File: config.mk
export PLATFORM = sky130hd
export DESIGN_NAME = spmv_back
export DESIGN_NICKNAME = d
export VERILOG_FILES = /design/src/hw/rtl/spmv_pkg.sv /design/src/hw/rtl/spmv_back.sv
export SDC_FILE = /design/constraint.sdc
export NUM_CORES = 2
export LEC_CHECK = 0
export BUFFER_PORTS_ARGS = -buffer_cell sky130_fd_sc_hd__buf_2
export CAP_MARGIN = 10
export CORE_AREA = 3 3 310 312
export CTS_BUF_LIST = sky130_fd_sc_hd__clkbuf_16
export DETAILED_ROUTE_END_ITERATION = 10
export DIE_AREA = 0 0 313 315
export PLACE_DENSITY = 0.82
export SYNTH_ARGS = -nofsm -noshare
export SYNTH_HDL_FRONTEND = slang
export SYNTH_SLANG_ARGS = --single-unit
File: constraint.sdc
create_clock -name clk -period 9.4 [get_ports clk]
set_input_delay 1.88 -clock clk [delete_from_list [all_inputs] [get_ports clk]]
set_output_delay 1.88 -clock clk [all_outputs]
set_load 0.01 [all_outputs]
File: src/hw/rtl/spmv_pkg.sv
// Shared types and constants for the CSR sparse matrix vector multiply block.
package spmv_pkg;

  // Vector store depth and the address width that follows from it.
  localparam int VECTOR_DEPTH = 1024;
  localparam int ADDR_W       = $clog2(VECTOR_DEPTH);

  // Depth of the work queue between the front and back parts.
  localparam int QUEUE_DEPTH  = 4;

  // Action codes of an input beat.
  localparam logic [1:0] ACT_LOAD      = 2'd0;
  localparam logic [1:0] ACT_NONZERO   = 2'd1;
  localparam logic [1:0] ACT_EMPTY_ROW = 2'd2;

  // Saturation limits of the Q32.32 accumulator.
  localparam logic signed [63:0] SUM_MAX = {1'b0, {63{1'b1}}};
  localparam logic signed [63:0] SUM_MIN = {1'b1, {63{1'b0}}};

  // One input beat.
  typedef struct packed {
    logic [1:0]         action;
    logic [9:0]         index;
    logic signed [31:0] value;
    logic               row_end;
  } in_item_t;

  // One result beat.
  typedef struct packed {
    logic [15:0]        row_number;
    logic signed [63:0] row_sum;
  } out_item_t;

  // Classified work handed from the front part to the back part.
  typedef struct packed {
    logic [1:0]         op;
    logic signed [31:0] value;
    logic signed [31:0] xval;
    logic               last;
  } work_t;

endpackage

File: src/hw/rtl/spmv_back.sv
// Back part: multiplies, accumulates with saturation and buffers row results.
module spmv_back (
  input  logic                clk,
  input  logic                rst,
  input  logic                q_empty,
  input  spmv_pkg::work_t     q_data,
  output logic                q_pop,
  output logic                empty,
  input  logic                pop,
  output spmv_pkg::out_item_t result
);

  // Multiply stage.
  logic               m_valid;
  logic [1:0]         m_op;
  logic               m_last;
  logic signed [63:0] m_prod;

  // Row state.
  logic signed [63:0] acc;
  logic [15:0]        row_cnt;

  // Two-entry result buffer.
  spmv_pkg::out_item_t ob [2];
  logic [1:0]          out_count;

  logic               emits;
  logic               acc_fire;
  logic               out_pop;
  logic signed [63:0] sum;
  logic signed [63:0] acc_sat;
  spmv_pkg::out_item_t new_result;

  assign emits    = (m_op == spmv_pkg::ACT_EMPTY_ROW) ||
                    (m_op == spmv_pkg::ACT_NONZERO && m_last);
  assign acc_fire = m_valid && (!emits || out_count != 2'd2);
  assign q_pop    = !q_empty && (!m_valid || acc_fire);
  assign out_pop  = pop && !empty;

  // Multiply stage takes a new beat whenever it is empty or the accumulate step moves on.
  always_ff @(posedge clk) begin
    if (rst) begin
      m_valid <= 1'b0;
    end else if (!m_valid || acc_fire) begin
      m_valid <= !q_empty;
    end
  end

  always_ff @(posedge clk) begin
    if (q_pop) begin
      m_op   <= q_data.op;
      m_last <= q_data.last;
      m_prod <= q_data.value * q_data.xval;
    end
  end

  // Saturating add of the product into the accumulator.
  always_comb begin
    sum = acc + m_prod;
    if (!acc[63] && !m_prod[63] && sum[63]) begin
      acc_sat = spmv_pkg::SUM_MAX;
    end else if (acc[63] && m_prod[63] && !sum[63]) begin
      acc_sat = spmv_pkg::SUM_MIN;
    end else begin
      acc_sat = sum;
    end
  end

  assign new_result.row_number = row_cnt;
  assign new_result.row_sum    = (m_op == spmv_pkg::ACT_NONZERO) ? acc_sat : acc;

  // Accumulator and row counter.
  always_ff @(posedge clk) begin
    if (rst) begin
      acc     <= '0;
      row_cnt <= '0;
    end else if (acc_fire) begin
      case (m_op)
        spmv_pkg::ACT_LOAD: begin
          acc     <= '0;
          row_cnt <= '0;
        end
        spmv_pkg::ACT_NONZERO: begin
          if (m_last) begin
            acc     <= '0;
            row_cnt <= row_cnt + 16'd1;
          end else begin
            acc <= acc_sat;
          end
        end
        spmv_pkg::ACT_EMPTY_ROW: begin
          acc     <= '0;
          row_cnt <= row_cnt + 16'd1;
        end
        default: begin
          acc <= acc;
        end
      endcase
    end
  end

  // Result buffer occupancy.
  always_ff @(posedge clk) begin
    if (rst) begin
      out_count <= '0;
    end else if (acc_fire && emits && !out_pop) begin
      out_count <= out_count + 2'd1;
    end else if (out_pop && !(acc_fire && emits)) begin
      out_count <= out_count - 2'd1;
    end
  end

  // Result buffer entries; a simultaneous push and pop only happens with one entry held.
  always_ff @(posedge clk) begin
    if (acc_fire && emits && out_pop) begin
      ob[0] <= new_result;
    end else if (acc_fire && emits) begin
      ob[out_count[0]] <= new_result;
    end else if (out_pop) begin
      ob[0] <= ob[1];
    end
  end

  assign empty  = (out_count == 2'd0);
  assign result = ob[0];

  a_buf_bound: assert property (@(posedge clk) disable iff (rst)
    out_count != 2'd3)
    else $error("result buffer overfilled");

  a_load_clears: assert property (@(posedge clk) disable iff (rst)
    acc_fire && m_op == spmv_pkg::ACT_LOAD |=> acc == '0 && row_cnt == '0)
    else $error("vector load did not restart the rows");

  a_row_advance: assert property (@(posedge clk) disable iff (rst)
    acc_fire && emits |=> row_cnt == $past(row_cnt) + 16'd1 && acc == '0)
    else $error("row close did not advance the row counter");

endmodule

==> summary.md <==
| Metric | Value |
|---|---|
| Status | `complete, no violations` |
| Number of flops mapped to enable cells by yosys | `227` |
| Rows | `about 110` |
| Final-stage net count | `about 7.0k` |
| Setup crit end kind | `flip-flop` |
| Grt ovf | `0` |
| Crit Path Category | `in2reg` |
| Fin crit period | `9.106 ns` |
| Crit-path leading delay family | `adder cells` |
| Worst R2R Path Depth | `15` |
| CTS tree | `yes` |
| Die height | `~320 um` |
| Start point of the critical path | `q_data[9]` |
| Detailed placer's ending HPWL | `110900 um` |
| Critical Path End | `m_prod[62]` |
| Initial Util | `between 50% and 60%` |
| Peak Freq | `~110 MHz` |
| CP arrival | `9.41 ns` |
| Syn. warnings | `0` |
| Total die area | `~0.099 mm^2` |
| Post-Synthesis Cells | `5343` |
| Root Driver | `clkbuf_16` |
| RSZ-0062 raised after global routing | `no` |
| Wire length per cell | `~19 um` |
| Critical Path Max Stage Delay | `0.55 ns` |
| Reg2reg setup slack | `2.50 ns` |
| Final Slew Violations | `0` |
| Clock skew | `0.02839 ns` |
| Syn avg cell area | `9.633 um^2` |
| Hold Buf Count CTS | `0` |
| Die W | `313 um` |
| Clock transition at the registers of the reported paths | `about 0.07 ns` |
| WHS Path Cells | `2` |
| Clock sinks | `310` |
| FF+latch count, synth | `310` |
| Syn nets | `6755` |
| Gates resized, CTS repair | `0` |
| ANT nets after route | `0` |
| Worst reg2reg endpoint | `ob[0][25]` |
| Antenna violations before repair | `8` |
| First-pass GRT wire length | `around 220000 um` |
| Initial DRC Count | `~3.4k` |
| Setup-failing EPs final | `0` |
| DRT Pass-1 Iters | `6` |
| Final wirelength | `132900 um` |
| CP startpoint kind | `input pin` |
| Via count | `around 38k` |
| Stages on the worst setup path | `30` |
| Clock buffer depth | `3` |
| Synth async-reset ratio | `0%` |
| Largest net degree at the start of global routing | `83` |
| Library cells used by synthesis | `70` |
| Worst-skew pair later-pin latency | `about 0.57 ns` |
| Min-delay worst type | `reg2reg` |
| # port buffers | `152` |
| Main synth FF type | `edfxtp_1` |
| Io pins | `around 150` |
| Crit path max-delay cell type | `fa_1` |
| Htree depth | `1` |
| Rel. slew slack | `about a fifth` |
| Share of layout cells above drive strength 1 | `9.416%` |
| Max capacitance violation total | `0` |
| Gr usage total | `27.59%` |
| Mapped cell area | `between 0.05 and 0.06 mm^2` |
| Worst Path Required | `9.70 ns` |
| Least-Margin Pin Slew | `1.185 ns` |
| Filler cell count | `approximately 7.6k` |
| Worst-path fanout max | `17` |
| Final WS setup | `0.2938 ns` |
| DRC | `0` |
| Post-CTS setup buffer count | `0` |
| Number of global-route vias before repair | `roughly 40k` |
| Routability Congestion | `0.9383` |
| CP bufs+invs | `10` |
| Reg-to-reg startpoint | `m_prod[6]` |
| Period utilization | `a little over nine tenths` |
| Drt via density | `5.575` |
| Synth-to-layout area growth | `9.204%` |
| Most used cell, CP | `fa_1` |
| Place WS | `-0.3427 ns` |
| Hold violation total from the final report | `0` |
| Post-synthesis sequential area ratio | `16.47%` |
| Cts bufs inserted | `28` |
| Core ar. | `0.09333 mm^2` |
-- worst min path at each step --
stage	from	endpoint
after floorplan	acc[47]	acc[47]
after global placement	acc[17]	acc[17]
after detailed placement	acc[17]	acc[17]
after CTS	acc[17]	acc[17]
after global routing	acc[17]	acc[17]
final	row_cnt[7]	row_cnt[7]
-- per-layer routing --
layer	up-vias	track usage, %	wire length [um]
met5	-	0	12
met4	2	7.497	3960
met3	285	5.745	13540
met2	1819	44.44	61020
met1	19140	38.31	54370
li1	16810	-	-
-- logic make-up (layout without fill, tap and decap cells) --
logic type	Yosys count	count (layout)	share of synthesized area [%]
xor gates and xnor gates	140	140	2.382
buffers and inverters	1295	1517	9.447
DFF	310	310	16.47
AOI/OAI and AO/OA	647	647	7.840
other	0	6	0
adders and majority gates	1341	1341	48.41
and+or+nand+nor	1582	1582	14.90
muxes	28	28	0.5470
-- cells in the final DEF (no fill, tap or decap), types with 6 or more instances in the layout --
master     count
mux2i_1       27
nand3_1       24
nor3_1        42
nor2_1       185
a21o_1        67
o22ai_1       12
fa_1        1084
inv_1       1015
edfxtp_1     227
nand3b_1       7
or3_1         16
a31oi_1       11
nand2b_1      22
buf_2        149
nand4_1       26
buf_12        16
ha_1         256
nor2b_1       12
clkbuf_16     29
a211o_1        6
a211oi_1      16
a21oi_1      205
xor2_1        59
a22oi_1       25
a221oi_1      16
nand2_1      685
and2_1       511
o21ai_0      166
o211ai_1       8
xnor2_1       81
and3_1        26
o21bai_1      31
dfxtp_1       83
diode_2        6
buf_4        287
o2111ai_1      6
o21a_1        18
o31ai_1        7
-- stage by stage --
stage	hold WS, ns	setup TNS [ns]	cells	utilization [%]	cell area (um^2)
2_1_floorplan	0.4487	0	5343	-	51480
3_3_place_gp	0.4635	-1.580	6767	59.20	55250
3_5_place_dp	0.4892	-3.375	6767	59.20	55250
4_1_cts	0.4987	0	6819	60.18	56170
5_1_grt	0.5174	0	6822	60.22	56200
6_report	0.5060	0	6825	60.22	56210
-- worst min-delay path, stage by stage, from the launching register on --
cell,delay [ns]
dfxtp_1,0.33
o21ai_0,0.08
a21oi_1,0.06
-- cell usage after synthesis (6+ instances only) --
master     number  share of area (%)
xnor2_1        81                1.4
o21bai_1       31               0.45
buf_1           7              0.051
clkbuf_1      277                2.0
or3_1          16               0.19
edfxtp_1      227                 13
a31oi_1        11               0.13
a21o_1         67               0.98
a211o_1         6               0.10
o21ai_0       167                1.6
inv_1        1010                7.4
and3_1         26               0.32
nor3_1         42               0.41
fa_1         1084                 42
o31ai_1         7               0.10
ha_1          257                6.2
dfxtp_1        83                3.2
o2111ai_1       6               0.10
o21a_1         18               0.26
nand4_1        26               0.32
nand2_1       685                5.0
o211ai_1        8               0.12
a21oi_1       206                2.0
mux2i_1        27               0.53
nand2b_1       22               0.27
nand3b_1        7               0.10
a221oi_1       17               0.29
nor2b_1        14               0.17
a211oi_1       17               0.25
a22oi_1        25               0.36
and2_1        512                6.2
nor2_1        186                1.4
xor2_1         59                1.0
nand3_1        24               0.23
o22ai_1        12               0.15
-- registers in the layout, summed over array words and instances (netlist names) --
register,flops
acc,64
m_last,1
m_op,2
m_prod,64
m_valid,1
ob,160
out_count,2
row_cnt,16
-- cell type report --
cell class | count | area (um^2) | area share (%)
clock buffer | 29 | 725.7 | 1.291
tap | 1254 | 1569 | 2.791
antenna | 6 | 15.01 | 0.02671
clock inverter | 23 | 191.4 | 0.3406
sequential | 310 | 8478 | 15.08
timing repair buffer | 455 | 3243 | 5.770
inverter | 1010 | 3791 | 6.745
multi-input combinational | 3738 | 38190 | 67.95
Power is not shown: default switching activity piles up to over one toggle a cycle in this logic, so the estimate is an artifact.
