$ cat config.mk
export PLATFORM = sky130hd
export DESIGN_NAME = spmv_queue
export DESIGN_NICKNAME = d
export VERILOG_FILES = /design/src/hw/rtl/spmv_pkg.sv /design/src/hw/rtl/spmv_queue.sv
export SDC_FILE = /design/constraint.sdc
export NUM_CORES = 1
export LEC_CHECK = 0
export BUFFER_PORTS_ARGS = -buffer_cell sky130_fd_sc_hd__buf_2
export CAP_MARGIN = 20
export CORE_MARGIN = 2
export CORE_UTILIZATION = 25
export CTS_CLUSTER_DIAMETER = 200
export DETAILED_ROUTE_END_ITERATION = 7
export GPL_TIMING_DRIVEN = 1
export MAX_ROUTING_LAYER = met4
export SLEW_MARGIN = 40
export SYNTH_ARGS = -nofsm -noshare
export SYNTH_HDL_FRONTEND = slang
export SYNTH_SLANG_ARGS = --single-unit
$ cat constraint.sdc
create_clock -name clk -period 3.71 [get_ports clk]
set_input_delay 0.371 -clock clk [delete_from_list [all_inputs] [get_ports clk]]
set_output_delay 0.371 -clock clk [all_outputs]
set_load 0.02 [all_outputs]
$ cat src/hw/rtl/spmv_pkg.sv
// Shared types and constants for the CSR sparse matrix vector multiply block.
package spmv_pkg;

  // Vector store depth and the address width that follows from it.
  localparam int VECTOR_DEPTH = 1024;
  localparam int ADDR_W       = $clog2(VECTOR_DEPTH);

  // Depth of the work queue between the front and back parts.
  localparam int QUEUE_DEPTH  = 4;

  // Action codes of an input beat.
  localparam logic [1:0] ACT_LOAD      = 2'd0;
  localparam logic [1:0] ACT_NONZERO   = 2'd1;
  localparam logic [1:0] ACT_EMPTY_ROW = 2'd2;

  // Saturation limits of the Q32.32 accumulator.
  localparam logic signed [63:0] SUM_MAX = {1'b0, {63{1'b1}}};
  localparam logic signed [63:0] SUM_MIN = {1'b1, {63{1'b0}}};

  // One input beat.
  typedef struct packed {
    logic [1:0]         action;
    logic [9:0]         index;
    logic signed [31:0] value;
    logic               row_end;
  } in_item_t;

  // One result beat.
  typedef struct packed {
    logic [15:0]        row_number;
    logic signed [63:0] row_sum;
  } out_item_t;

  // Classified work handed from the front part to the back part.
  typedef struct packed {
    logic [1:0]         op;
    logic signed [31:0] value;
    logic signed [31:0] xval;
    logic               last;
  } work_t;

endpackage

$ cat src/hw/rtl/spmv_queue.sv
// Short work queue between the front and back parts.
module spmv_queue (
  input  logic            clk,
  input  logic            rst,
  input  logic            push,
  input  spmv_pkg::work_t wdata,
  output logic            full,
  input  logic            pop,
  output spmv_pkg::work_t rdata,
  output logic            empty
);

  localparam int PTR_W = $clog2(spmv_pkg::QUEUE_DEPTH);
  localparam int CNT_W = $clog2(spmv_pkg::QUEUE_DEPTH + 1);

  spmv_pkg::work_t slots [spmv_pkg::QUEUE_DEPTH];

  logic [PTR_W-1:0] wr_ptr;
  logic [PTR_W-1:0] rd_ptr;
  logic [CNT_W-1:0] count;
  logic             do_push;
  logic             do_pop;

  assign full    = (count == CNT_W'(spmv_pkg::QUEUE_DEPTH));
  assign empty   = (count == '0);
  assign do_push = push && !full;
  assign do_pop  = pop && !empty;
  assign rdata   = slots[rd_ptr];

  // Pointers and fill count.
  always_ff @(posedge clk) begin
    if (rst) begin
      wr_ptr <= '0;
      rd_ptr <= '0;
      count  <= '0;
    end else begin
      if (do_push) begin
        wr_ptr <= (wr_ptr == PTR_W'(spmv_pkg::QUEUE_DEPTH - 1)) ? '0 : wr_ptr + 1'b1;
      end
      if (do_pop) begin
        rd_ptr <= (rd_ptr == PTR_W'(spmv_pkg::QUEUE_DEPTH - 1)) ? '0 : rd_ptr + 1'b1;
      end
      if (do_push && !do_pop) begin
        count <= count + 1'b1;
      end else if (do_pop && !do_push) begin
        count <= count - 1'b1;
      end
    end
  end

  // Entry storage.
  always_ff @(posedge clk) begin
    if (do_push) begin
      slots[wr_ptr] <= wdata;
    end
  end

  // An empty or full queue has its pointers together.
  a_ptr_match: assert property (@(posedge clk) disable iff (rst)
    (count == '0 || full) |-> wr_ptr == rd_ptr)
    else $error("queue pointers disagree with the fill count");

endmodule

==> results.md, run 1 <==
- Reg2Reg Depth: 7
- Clock share of power: 32.6%
- RSZ-0062 raised after global routing: false
- Switching pwr: 2.389 mW
- Worst setup SP type: flop
- Metal2 WL: 9.441 mm
- Area growth syn-to-layout: 23.14%
- Fin crit period: 2.676 ns
- Sequential area share after synthesis: between 80% and 90%
- Worst Path Max Fanout: 20
- Crit path DAT: 2.30 ns
- Port Buffer Count: 139
- Post-Syn Area: 10,170 sq um
- Post-Route Skew: 0.008428 ns
- Final setup fails: 0
- Slew Limit Fails: 0
- Area contributors post-synth: edfxtp_1 (79%), mux4_2 (15%), dfxtp_1 (1.8%), buf_12 (0.79%), ha_1 (0.74%)
- Vias in the first global route: roughly 5,000
- Overflow after GRT: 0
- WL/cell: 18.36 microns
- TritonCTS Sinks: between 200 and 300
- Post-Syn Nets: ~480
- Total track usage: 9.916%
- Synth Instances: 400
- FF/Latch Area: 8235 sq um
- DR vias/cell: 4.151
- Pleak: a little over 4 nW
- FILL cells: 3,817
- Area leader, netlist: edfxtp_1
- Max VDD drop: 0.0003844 V
- First-pass GRT wire length: 30.23 mm
- Site Rows: 73
- Gate power share: around 22%
- Reg power frac: 45.6%
- I/O Pins: 140
- Die ar.: 42,320 sq um
- Final-report hold violation count: 0
- Initial cell density of the core: about 25%
- Most frequent cells after synthesis: edfxtp_1 (268), mux4_2 (67), dfxtp_1 (9)
- Hold_ws: 0.03983 ns
- CTS tree: yes
- Setup Crit Path Kind: reg -> out
- Pre-CTS WS: 1.337 ns
- N_diodes: 0
- Final core utilization: 31.38%
- F_max: 373.7 MHz
- Share of synthesized flip-flops with an asynchronous set or reset: 0%
- Placed cells: 1,060
- Multi-input logic area: 1792 sq um
- Post-route setup slack: 1.034 ns
- First-pass detailed-route iteration total: 4
- Post-CTS sizing: 0
- Top layer in use: met4
- Hold Path Class: in -> reg
- Final nets: 650
- Num CTS Buffers: 30
- Gpl congestion: 0.6737
- Status: completed
- Die height: 205.7 microns
- Final ANT Viol Nets: 0
- Wl on met1: about 9.5 mm
- Max clock buf depth: 3
- Post-synthesis register bit count: 277
- Max Cap Viol: 0
- Via Count: 4,641
- Share of cells above drive strength 1: 45.70%
- PD cells: 688.8 nW/um^2
- Number of synthesized flops with an enable pin: roughly 270
- Hold Path Depth: 1
- Clk slew on worst S/H paths: roughly 0.060 ns
- H-tree depth: 1
- Avg Cell Area, Syn: around 25 sq um
- Sw Share: 27.70%
- Initial antenna violation count: 0
- DP HPWL: 12.61 mm
- Top-count cell post-synth: edfxtp_1
- Final Cycle Share: 72.12%
- First DRT Iteration DRCs: 258
- Primary FF master, synth: edfxtp_1
- Die width: 205.7 microns
- Actual slew at the worst max-slew pin: 0.8046 ns
- YS warnings: 0
- Root buffer cell: clkbuf_16
- Critical Path RT: about 3.3 ns
- Total Negative Setup Slacks: 0 ns
- Crit. End Element: output port
- Int Pwr: approximately 6.2 mW
- Core area: 39,910 sq um
- Drt drc: 0
- WL met3: 1.170 mm
- Maximum number of pins on one net before global-route repair: 44
- Final WL: 20.52 mm
- Clock latency on the worst-skew pair: roughly 0.54 ns
- Fin cells: 1,118
- Slew headroom: 46.36%
- Yosys top cell area share: 79.11%
- Yosys cell types: 26
==> per-stage QoR <==
stage / cell area (sq um) / power (mW)
after floorplan: 10170 / 5.316
after detailed placement: 11530 / 5.937
after CTS: 12490 / 8.790
after global routing: 12530 / 9.033
after global placement: 11490 / 5.903
final: 12530 / 8.627
==> critical path, cell delays in order (launching register included) <==
cell and delay (ns):
dfxtp_4 0.65, buf_4 0.36, mux4_2 0.55, buf_2 0.18
==> layer usage <==
metal / track usage (%) / vias up
li1: - / 2053
met1: 13.49 / 2435
met2: 15.00 / 121
met3: 1.996 / 32
met4: 3.032 / 0
met5: - / -
==> final cells by class <==
class	instances	share of cell area (%)
Clock buffer	35	6.313
Clock inverter	18	1.129
Inverter	5	0.1498
Multi-Input combinational cell	101	14.30
Sequential cell	277	65.75
Tap cell	525	5.244
Timing Repair Buffer	157	7.112
==> timing repair <==
item / CTS / global route
endpoints found under the hold margin: 8 / 4
buffers inserted: 0 / 0
hold buffers: 2 / 2
==> sequential cells by signal (all words and copies together) (netlist names), named ones only <==
name,cells
wr_ptr,2
slots,268
rd_ptr,2
count,3
==> cells by family after synthesis <==
logic type | after synthesis | synth area share (%)
AND/OR/NAND/NOR | 16 | 0.8363
AO/OA/AOI/OAI | 7 | 0.4428
adder cells (fa/ha/maj) | 7 | 0.9348
buffers and inverters | 22 | 1.697
multiplexers | 69 | 15.03
flip-flops | 277 | 80.89
XOR/XNOR | 2 | 0.1722
==> power groups by stage <==
stage / Clock [mW] / Sequential (mW) / Combinational [mW]
finish: 2.81 / 3.93 / 1.89
global route: 3.03 / 3.97 / 2.03
CTS: 2.91 / 3.94 / 1.94
detailed placement: 0 / 4.01 / 1.93
global placement: 0 / 4.04 / 1.87
floorplan: 0 / 3.92 / 1.39
==> cell usage in the layout (no fill, tap or decap), types with 3 or more instances in the layout <==
cell / instances
ha_1: 6
clkinv_1: 6
inv_1: 4
dfxtp_1: 7
clkbuf_16: 31
and3_4: 4
buf_2: 139
buf_12: 4
mux4_2: 67
a21oi_1: 3
clkinv_2: 7
nor2_1: 4
edfxtp_1: 268
buf_4: 10
clkbuf_1: 4
dlygate4sd3_1: 4
==> final timing paths <==
check                         start                     to  slack, ns
min                        wdata[4]  slots[3][4]$_DFFE_PP_       0.04
max reg2reg   count[1]$_SDFFE_PP0P_  count[2]$_SDFFE_PP0P_       1.33
min reg2reg  rd_ptr[0]$_SDFFE_PP0P_                   flop       0.50
max                            flop              rdata[23]       1.03
No activity file was read; power rests on OpenSTA's default activity.
==> run 2: changes to the inputs <==
- ABC_AREA: unset -> 1
- clock period: 3.71 -> 2.4 ns (I/O delays scaled with it)
==> run 2 against run 1 <==
Setup slack worse by 0.90 ns. First-iteration DRC count up 33%. Total power up 77%. Sequential power up 54%. Die area up 2.6%. Via count up 40%. Flip-flop and latch count unchanged. Critical endpoint is now rdata[36]. Largest cell class unchanged.
==> results.md, run 2 <==
- YS warnings: 0 (unchanged)
- Post-Route Skew: 0.01227 ns (+0.003843 ns)
- Hold Path Depth: 4 (+3)
- Post-synthesis mux area share: 0% (-15 points)
- Final Cycle Share: 94.20%
- R2r startpoint: count[1]$_SDFFE_PP0P_
- Max VDD drop: 0.0007101 V (+85%)
- XOR/XNOR Fraction of Synth Area: 0.08389% (-0.088 points)
- Port Buffer Count: 139 (unchanged)
- First-pass GRT wire length: 37.54 mm (+24%)
- Delay-heaviest family, CP: buffers and inverters
- Total power draw: 15.24 mW (+77%)
- Slowest CP cell: dfxtp_4
- Root buffer cell: clkbuf_16
- Drt drc: 0 (unchanged)
- Share of cells above drive strength 1: 22.14% (-24 points)
- Initial antenna violation count: 1 (+1)
- DR vias/cell: 4.354 (+4.9%)
- First DRT Iteration DRCs: 342 (+33%)
- Most frequent CP cell: buf_6
- Num CTS Buffers: 30 (unchanged)
- Commonest non-fill, non-tap cells in the layout: edfxtp_1 (268), nor2_1 (147), buf_2 (139)
- Reg2Reg Depth: 12 (+5)
- Via Count: 6,509 (+40%)
- First-pass detailed-route iteration total: 4 (unchanged)
- Area growth syn-to-layout: 29.48%
- TritonCTS Sinks: 277 (unchanged)
- Actual slew at the worst max-slew pin: 0.4760 ns (-0.3286 ns)
- Avg Cell Area, Syn: 14.52 sq um (-43%)
- Final ANT Viol Nets: 0 (unchanged)
- Max clock buf depth: 3 (unchanged)
- Slew headroom: 68.26% (+22 points)
- Final nets: 1,018 (+57%)
- Adder-cell share of the synthesized area: 0.9108% (-0.024 points)
- CP peak stage delay: 0.39 ns (-0.26 ns)
- Crit. End Element: output port
- Fin crit period: 2.261 ns
- DP HPWL: 14.61 mm (+16%)
- Hold Path Class: in -> reg
- Largest family of logic cells by synthesized area: compound AO/OA/AOI/OAI gates
- Final core utilization: 32.96% (+1.6 points)
- Finished Cell Area: 13,520 sq um (+7.9%)
- Clock latency on the worst-skew pair: 0.55 ns (about the same)
- PD cells: 1128 nW/um^2 (+64%)
- Post-Syn Area: 10,440 sq um (+2.6%)
- Slew Limit Fails: 0 (unchanged)
- CTS tree: yes
- Clk slew on worst S/H paths: 0.06 ns (about the same)
- Post CTS Setup Buffer Count: 0 (unchanged)
- Synth Instances: 719 (+80%)
- Fin cells: 1,495 (+34%)
- Initial cell density of the core: 25.45% (-0.032 points)
- Hold path endpoint: rd_ptr[1]$_SDFFE_PP0P_
- Die height: 208.4 microns (+1.3%)
- Setup Crit Path Kind: reg -> out
- Largest registers: slots (268), count (3)
- RSZ-0062 raised after global routing: false
- Gpl congestion: 0.7177 (+6.5%)
- Placed inst area: 11,810 sq um (+2.4%)
- Area leader, netlist: edfxtp_1
- Status: completed
- Maximum number of pins on one net before global-route repair: 50 (+14%)
- RR Endpoint: count[2]$_SDFFE_PP0P_
- Final WL: 24.47 mm (+19%)
- WL/cell: 16.37 microns (-11%)
- Worst Path Max Fanout: 28 (+40%)
- Critical-path cell list: buf_6 -> buf_6 -> o21ai_0 -> o22ai_1 -> buf_2
- Site Rows: 74 (+1.4%)
- Top-count cell post-synth: edfxtp_1
- Die width: 208.4 microns (+1.3%)
- Top reg by flops: slots
- Simple-Gate Fraction of Synth Area: 6.184% (+5.3 points)
- Post-synthesis register bit count: 277 (unchanged)
- Final setup fails: 0 (unchanged)
- Max Cap Viol: 0 (unchanged)
- I/O Pins: 140 (unchanged)
- Register-to-register setup slack: 0.61 ns (-0.72 ns)
- Vias in the first global route: 6,664 (+33%)
- Area contributors post-synth: edfxtp_1 (77%), o21ai_0 (6.3%), nor2_1 (5.4%), o22ai_1 (4.0%), dfxtp_1 (1.7%)
- Total Negative Setup Slacks: 0 ns (unchanged)
- Worst hold start: pop
- Core area: 41,020 sq um (+2.8%)
- Number of synthesized flops with an enable pin: 268 (unchanged)
- Die ar.: 43,410 sq um (+2.6%)
- Most common cell after layout, fill and taps aside: edfxtp_1
- Critical Path RT: 2.16 ns (-1.18 ns)
- Final-report hold violation count: 0 (unchanged)
- Worst setup SP type: flop
- H-tree depth: 1 (unchanged)
- Share of synthesized flip-flops with an asynchronous set or reset: 0% (unchanged)
- Post-Syn Nets: 797 (+67%)
- Max reg flops: 268 (unchanged)
- Crit path DAT: 2.02 ns (-0.28 ns)
- F_max: 442.3 MHz
- Post-synthesis compound-gate area fraction: 10.58% (+10 points)
- Most frequent cells after synthesis: edfxtp_1 (268), nor2_1 (151), o21ai_0 (132)
- Primary FF master, synth: edfxtp_1
- Yosys cell types: 23 (-12%)
- Pleak: 4.752 nW (+15%)
- Placed cells: 1,371 (+29%)
- Total track usage: 11.32% (+1.4 points)
- Buffer and inverter count on the worst path: 3 (+1)
- Yosys top cell area share: 77.09% (-2.0 points)
- Sequential area share after synthesis: 78.81% (-2.1 points)
- Overflow after GRT: 0 (unchanged)
==> run 2: worst min-delay path: cells and delay by family <==
| family | cells | cell delay, ns |
|---|---|---|
| simple gates | 3 | 0.22 |
| buf+inv | 1 | 0.10 |
==> run 2: layout make-up <==
cell class	count	area, sq um
well taps	532	665.6
repair buffers	232	1664
clock inverters	16	193.9
flip-flops and latches	277	8233
diodes	1	2.502
clock buffers	38	802.0
inverters	18	72.57
multi-input cells	381	1884
fillers	4028	27500
==> run 2: cells by family (layout without fill, tap and decap cells) <==
kind of cell / Yosys count / count (layout)
DFF: 277 / 277
and+or+nand+nor: 169 / 169
AOI/OAI and AO/OA: 204 / 204
other: 0 / 1
adders and majority gates: 7 / 7
buffers and inverters: 61 / 304
xor gates and xnor gates: 1 / 1
==> run 2: what timing repair did <==
action | 4_1_cts | 5_1_grt
hold buffers | 69 | 0
gates cloned | 0 | 0
resized for setup | 2 | 4
endpoints found under the hold margin | 270 | 0
setup endpoints to repair | 14 | 13
==> run 2: where the power goes <==
group / switching (mW) / internal, mW
clock: 1.85 / 2.80
combinational: 3.14 / 1.42
sequential: 0.140 / 5.90
total: 5.13 / 10.1
==> run 2: worst max path at each step <==
stage                     cells past startpoint                   from  slack, ns                     to
final                                         5                   flop       0.14              rdata[36]
after global routing                          6                   flop      0.006              rdata[24]
after CTS                                     5                   flop       0.02              rdata[36]
after detailed placement                      5                   flop       0.53              rdata[36]
after global placement                        5                   flop       0.54              rdata[36]
after floorplan                               4  count[0]$_SDFFE_PP0P_      -0.51  slots[0][0]$_DFFE_PP_
==> run 2: per-layer routing <==
| layer | part of all wire, % | up-vias | global-route usage, % | wire length [microns] |
|---|---|---|---|---|
| li1 | - | 3137 | - | - |
| met1 | 46 | 3176 | 14.96 | 11330 |
| met2 | 46 | 156 | 17.81 | 11310 |
| met3 | 5.6 | 40 | 2.566 | 1373 |
| met4 | 1.9 | 0 | 2.481 | 459 |
| met5 | 0 | - | - | 0 |
==> run 2: per-stage QoR <==
stage                     hold slack [ns]  worst slack [ns]
final                             0.06412            0.1392
after global routing              0.06604          0.005886
after floorplan                    0.3124           -0.5082
after global placement             0.4281            0.5420
after detailed placement           0.4294            0.5316
after CTS                         0.02383           0.02383
